<file path="src/design/reil_pkg.sv">
package reil_pkg;

  // default table geometry
  localparam int unsigned MAX_RUNS_DEF  = 1024;
  localparam int unsigned END_WIDTH_DEF = 32;

  // command codes, code 3 is unused and acts as a no-op
  typedef enum logic [1:0] {
    CMD_CLEAR  = 2'd0,
    CMD_APPEND = 2'd1,
    CMD_LOOKUP = 2'd2
  } reil_cmd_t;

  // result status codes
  typedef enum logic [1:0] {
    STAT_OK    = 2'd0,
    STAT_RANGE = 2'd1,
    STAT_FULL  = 2'd2,
    STAT_ORDER = 2'd3
  } reil_status_t;

  // control states
  typedef enum logic {
    ST_IDLE   = 1'b0,
    ST_SEARCH = 1'b1
  } reil_state_t;

  // input beat
  typedef struct packed {
    reil_cmd_t   cmd;
    logic [31:0] run_end;
    logic        run_is_null;
    logic [31:0] logical_index;
  } reil_in_t;

  // result beat
  typedef struct packed {
    reil_status_t status;
    logic [9:0]   run_index;
    logic         run_null;
    logic [31:0]  total_length;
    logic [31:0]  null_sum;
    logic [10:0]  run_count;
  } reil_out_t;

  // search unit status towards the control
  typedef struct packed {
    logic done;
    logic run_null;
  } reil_srch_t;

endpackage

</file>
<file path="src/design/reil_search.sv">
module reil_search #(
  parameter int unsigned MAX_RUNS  = reil_pkg::MAX_RUNS_DEF,
  parameter int unsigned END_WIDTH = reil_pkg::END_WIDTH_DEF
) (
  input  logic                          clk,
  input  logic                          rst_n,
  input  logic                          go,
  input  logic [END_WIDTH-1:0]          key,
  input  logic [$clog2(MAX_RUNS+1)-1:0] count,
  input  logic [END_WIDTH:0]            rd_data,
  output logic                          rd_en,
  output logic [$clog2(MAX_RUNS)-1:0]   rd_addr,
  output reil_pkg::reil_srch_t          srch,
  output logic [$clog2(MAX_RUNS+1)-1:0] run_index
);
  import reil_pkg::*;

  localparam int unsigned AW = $clog2(MAX_RUNS);
  localparam int unsigned CW = $clog2(MAX_RUNS + 1);

  logic                 busy_r;
  logic [CW-1:0]        lo_r, lo_nxt;
  logic [CW-1:0]        hi_r, hi_nxt;
  logic [AW-1:0]        mid_r, mid_nxt;
  logic [END_WIDTH-1:0] key_r;
  logic                 cand_r, cand_nxt;
  logic [CW:0]          bound_sum;
  logic                 upd_hi;
  logic                 more;

  // probe compare on the word read for the previous midpoint
  assign upd_hi = busy_r && (rd_data[END_WIDTH-1:0] > key_r);

  // narrow the bounds, then pick the next midpoint
  always_comb begin
    if (go) begin
      lo_nxt = '0;
      hi_nxt = count;
    end else if (busy_r) begin
      if (upd_hi) begin
        lo_nxt = lo_r;
        hi_nxt = CW'(mid_r);
      end else begin
        lo_nxt = CW'(mid_r) + CW'(1);
        hi_nxt = hi_r;
      end
    end else begin
      lo_nxt = lo_r;
      hi_nxt = hi_r;
    end
    bound_sum = {1'b0, lo_nxt} + {1'b0, hi_nxt};
    mid_nxt   = AW'(bound_sum >> 1);
    more      = lo_nxt < hi_nxt;
    cand_nxt  = upd_hi ? rd_data[END_WIDTH] : cand_r;
  end

  // memory probe and status
  assign rd_en         = (go || busy_r) && more;
  assign rd_addr       = mid_nxt;
  assign srch.done     = busy_r && !more;
  assign srch.run_null = cand_nxt;
  assign run_index     = lo_nxt;

  // probe in flight
  always_ff @(posedge clk) begin
    if (!rst_n) begin
      busy_r <= 1'b0;
    end else begin
      busy_r <= rd_en;
    end
  end

  // search bounds and key
  always_ff @(posedge clk) begin
    lo_r   <= lo_nxt;
    hi_r   <= hi_nxt;
    mid_r  <= mid_nxt;
    cand_r <= go ? 1'b0 : cand_nxt;
    if (go) begin
      key_r <= key;
    end
  end

endmodule

</file>
<file path="config.mk">
export PLATFORM = sky130hd
export DESIGN_NAME = reil_search
export DESIGN_NICKNAME = d
export VERILOG_FILES = /design/src/design/reil_pkg.sv /design/src/design/reil_search.sv
export SDC_FILE = /design/constraint.sdc
export NUM_CORES = 1
export LEC_CHECK = 0
export ABC_AREA = 1
export BUFFER_PORTS_ARGS = -buffer_cell sky130_fd_sc_hd__buf_2
export CAP_MARGIN = 20
export CORE_UTILIZATION = 35
export CTS_CLUSTER_DIAMETER = 150
export CTS_CLUSTER_SIZE = 12
export DETAILED_ROUTE_END_ITERATION = 12
export PLACE_DENSITY_LB_ADDON = 0.12
export REMOVE_ABC_BUFFERS = 1
export SKIP_CTS_REPAIR_TIMING = 1
export SYNTH_ARGS = -nofsm -noshare
export SYNTH_HDL_FRONTEND = slang
export SYNTH_SLANG_ARGS = --single-unit
</file>
<file path="constraint.sdc">
create_clock -name clk -period 4.2 [get_ports clk]
set_input_delay 0.21 -clock clk [delete_from_list [all_inputs] [get_ports clk]]
set_output_delay 0.21 -clock clk [all_outputs]
set_load 0.01 [all_outputs]
</file>
# After elaboration in Yosys (flattened, before gate mapping)
# Index checks and enable logic that the tools add are counted.
# totals
input_bits	79
latch_bits	0
n_memories	0
rom_bits	0
ramBits	0
reg_bits	66
output_inout_bits	24
# op_classes
n_div	0
n_reduce_logical	5
n_shift	0
eq_ne	0
bitwise_logic	0
order_cmp	2
mul	0
n_addsub	2
muxes	7
# ops
cell	count
$mux W11	6
$gt A32 B32 Y1	1
$add A10 B1 Y11 const B	1
$add A11 B11 Y11	1
$lt A11 B11 Y1	1
$logic_and A1 B1 Y1	3
$logic_not A1 Y1	1
$logic_or A1 B1 Y1	1
$mux W1	1

# Depth between registers and ports, before layout
# depth
ltp_word	8
depth_mapped	31
ltp_nobuf	31

# Worst setup path before layout
# OpenSTA, ideal clock, no wires.
# synth_timing
path_kind	reg2out
start	reg key_r[19]
end	out rd_en
setup_slack_ps	652
stages_incl_launch_ff	22
arrival_ps	3338
cell_sequence	edfxtp_1 inv_1 ha_1 nand2_1 inv_1 nand2_1 nand2_1 nand2_1 nand3_1 a21oi_2 nand2_4 a21oi_2 clkbuf_1 o21ai_0 a21oi_1 ha_1 inv_1 a21oi_1 nor3_1 a2111oi_0 nand2_1 nor2_1
# synth_via
elab_chain_cells	7
elab_cells_between_ends	10
# synth_rtl
item	line	source
from (decl)	reil_search.sv:25	logic [END_WIDTH-1:0] key_r;
from (signal assigned)	reil_search.sv:80	key_r <= key;
$gt A32 B32 Y1	reil_search.sv:32	assign upd_hi = busy_r && (rd_data[END_WIDTH-1:0] > key_r);
$logic_and A1 B1 Y1	reil_search.sv:32	
$mux W11	reil_search.sv:40	if (upd_hi) begin
$mux W11	reil_search.sv:39	end else if (busy_r) begin
$mux W11	reil_search.sv:36	if (go) begin
via run_index[8]	reil_search.sv:14	output logic [$clog2(MAX_RUNS+1)-1:0] run_index
$lt A11 B11 Y1	reil_search.sv:53	more = lo_nxt < hi_nxt;
$logic_and A1 B1 Y1	reil_search.sv:58	assign rd_en = (go || busy_r) && more;
to (decl)	reil_search.sv:11	output logic rd_en,
# The timed path passes the listed nets, and every way through them passes these cells.

==> impl_metrics.json <==
{
  "path_class": "flip-flop to primary output",
  "hold_violations": 0,
  "hp-class": "input port to flip-flop",
  "yosys_warnings": 0,
  "rows": 39,
  "yosysSeqAreaShare": 0.401,
  "fin_nets": 742,
  "rsz0062_at_grt": "true",
  "powerDensity_nw_per_um2": 437,
  "globalplace.congestion": 0.803,
  "leakage_nw": 2.79,
  "synth.avg_cell_area_um2": 8.59,
  "yosys.area.top_type": "edfxtp_1",
  "crit_path_max_fanout": 6,
  "drc": 0,
  "skew_ps": 4.60,
  "fmax_ghz": 0.251,
  "port_buffers": 102,
  "clk_path_buf_depth": 2,
  "ir_worst_vdd_uv": 198,
  "crit_path_start_kind": "flip-flop",
  "start_util": 0.359,
  "grt_overflow_total": 0,
  "final-seq-area_um2": 1640,
  "fillers": 1127,
  "synth_async_sr_flop_share": 0,
  "timing.final.ws_setup_ps": 224,
  "vias_per_cell": 4.56,
  "end_kind": "primary output",
  "path_clk_slew_ps": 60,
  "synth_edf_count": 32,
  "fin_crit_ps": 3980,
  "cts_sinks": 66,
  "layout.cells.most_common": "buf_2",
  "die_x_um": 110,
  "die_area_um2": 12100,
  "diodes": 0,
  "finalSetupViolations": 0,
  "drive_gt1_frac": 0.380,
  "syn-cell-area_um2": 4100,
  "clock_latency_ps": 340,
  "dp_hpwl_um": 7510,
  "slew_viol_final": 0,
  "dieHeight_um": 110,
  "syn_to_final_growth_pct": 35.9,
  "antenna_found_initial": 0,
  "cts_max_level": 3,
  "ys_types": 41,
  "status": "complete, no violations",
  "synth_cells": 477,
  "multi_input_area_um2": 2370,
  "ys_ff_latch": 66,
  "cts_root_buf": "clkbuf_16",
  "synth_top_area_frac": 0.235,
  "grt_pass1_wl_um": 15000,
  "drt_wl_total_um": 10100,
  "dr.pass1.iters": 4,
  "dr.first_iter.drc_count": 105,
  "ios": 103,
  "grt_pass1_vias": 3200,
  "final_cell_mix": "100 x buf_2, 80 x inv_1, 80 x nand2_1, 46 x ha_1, 34 x dfxtp_1",
  "wire_per_inst_um": 13.3,
  "arrival_ps": 3770,
  "cts_buffers": 9,
  "slew_headroom": 0.366,
  "drtAntennaViolNets": 0,
  "cts_tree": "done",
  "vias": 3453,
  "pre_cts_ws_ps": -110,
  "grt_max_degree": 39,
  "fin_crit_sh": 0.947,
  "maxCapViolations": 0,
  "core_um2": 11400,
  "fin_setup_tns_ps": 0,
  "synthFlopType": "dfxtp_1",
  "crit_required_ps": 3990,
  "synth.top_cells.by_area": "edfxtp_1 23%, dfxtp_1 17%, ha_1 16%",
  "track_usage": 0.168,
  "max_slew.worst_pin.slew_ps": 951
}
Yosys cell counts (2+ instances only):
master / n
xnor2_1: 5
ha_1: 52
nand3_1: 24
nor2_2: 6
nand2_4: 3
o211ai_1: 4
o21ai_0: 14
dfxtp_1: 34
nand3b_1: 2
inv_1: 80
nand3_2: 8
buf_2: 2
o21ai_1: 2
or2_2: 4
a21oi_2: 3
nand2_1: 86
a21oi_1: 30
o21ai_2: 3
edfxtp_1: 32
nor2_1: 26
clkbuf_1: 4
nor3b_2: 2
xor2_1: 8
nand2_2: 13
nand4_1: 5
inv_2: 5
nor3_1: 4
nor2_4: 3
stage by stage:
| step | total power [mW] | util | instances | hold slack, ps | area, um2 |
|---|---|---|---|---|---|
| 4_1_cts | 2.33 | 0.448 | 740 | 29.4 | 5110 |
| 6_report | 2.43 | 0.487 | 758 | 45.0 | 5570 |
| 2_1_floorplan | 1.31 | - | 470 | 288 | 4060 |
| 5_1_grt | 2.60 | 0.487 | 758 | 28.2 | 5570 |
| 3_5_place_dp | 1.56 | 0.422 | 724 | 388 | 4820 |
| 3_3_place_gp | 1.56 | 0.422 | 724 | 387 | 4820 |
area by class of cell:
cell class                      instances  area share
Clock buffer                           13      0.0450
Clock inverter                          3     0.00719
Inverter                               86      0.0580
Multi-Input combinational cell        318       0.426
Sequential cell                        66       0.295
Tap cell                              143      0.0321
Timing Repair Buffer                  129       0.137
state kept, by name, summed over array words and instances (netlist names):
name	cells
busy_r	1
lo_r	11
cand_r	1
mid_r	10
key_r	32
hi_r	11
critical path, stage by stage (launching register included):
cell and delay [ps]:
edfxtp_1 320, inv_1 40, ha_1 300, nand2_1 70, nor2_2 100, nand4_1 140
nor2_4 150, nand2_2 80, nand2_4 140, nand3_4 140, buf_6 190, buf_4 130
nand2_1 70, nand3_2 90, nand2_2 130, inv_1 60, ha_1 300, nor2_2 100
nand3_2 120, a31oi_4 190, a2111oi_4 60, buf_4 150, a21oi_1 160, buf_2 170
worst paths after layout:
kind	cells after the start	slack, ps	startpoint	endpoint
worst min-delay path	1	50	key[9]	key_r[9]$_DFFE_PP_
worst max-delay path	23	220	key_r[21]$_DFFE_PP_	srch[1]
worst max register to register	21	810	key_r[21]$_DFFE_PP_	busy_r$_SDFF_PN0_
worst min register to register	2	530	lo_r[10]$_DFF_P_	lo_r[10]$_DFF_P_
logic make-up after synthesis:
family,after synthesis,share of synthesized area
AO/OA/AOI/OAI,63,0.0901
XOR/XNOR,13,0.0278
adder cells (fa/ha/maj),53,0.164
buffers and inverters,93,0.0867
flip-flops,66,0.401
AND/OR/NAND/NOR,189,0.231
metal layers:
layer / part of all wire / wire (um) / GRT usage
met4: 0.018 / 177 / 0.0780
met5: 0 / 0 / 0
met3: 0.063 / 636 / 0.0423
met2: 0.47 / 4720 / 0.278
met1: 0.45 / 4570 / 0.206
where the power goes:
group	internal [mW]	total, mW	switching [mW]
logic	0.357	0.836	0.479
clock network	0.474	0.752	0.278
registers	0.778	0.846	0.0675
total	1.61	2.43	0.825
Note: power is estimated with default switching activity, not from simulation.
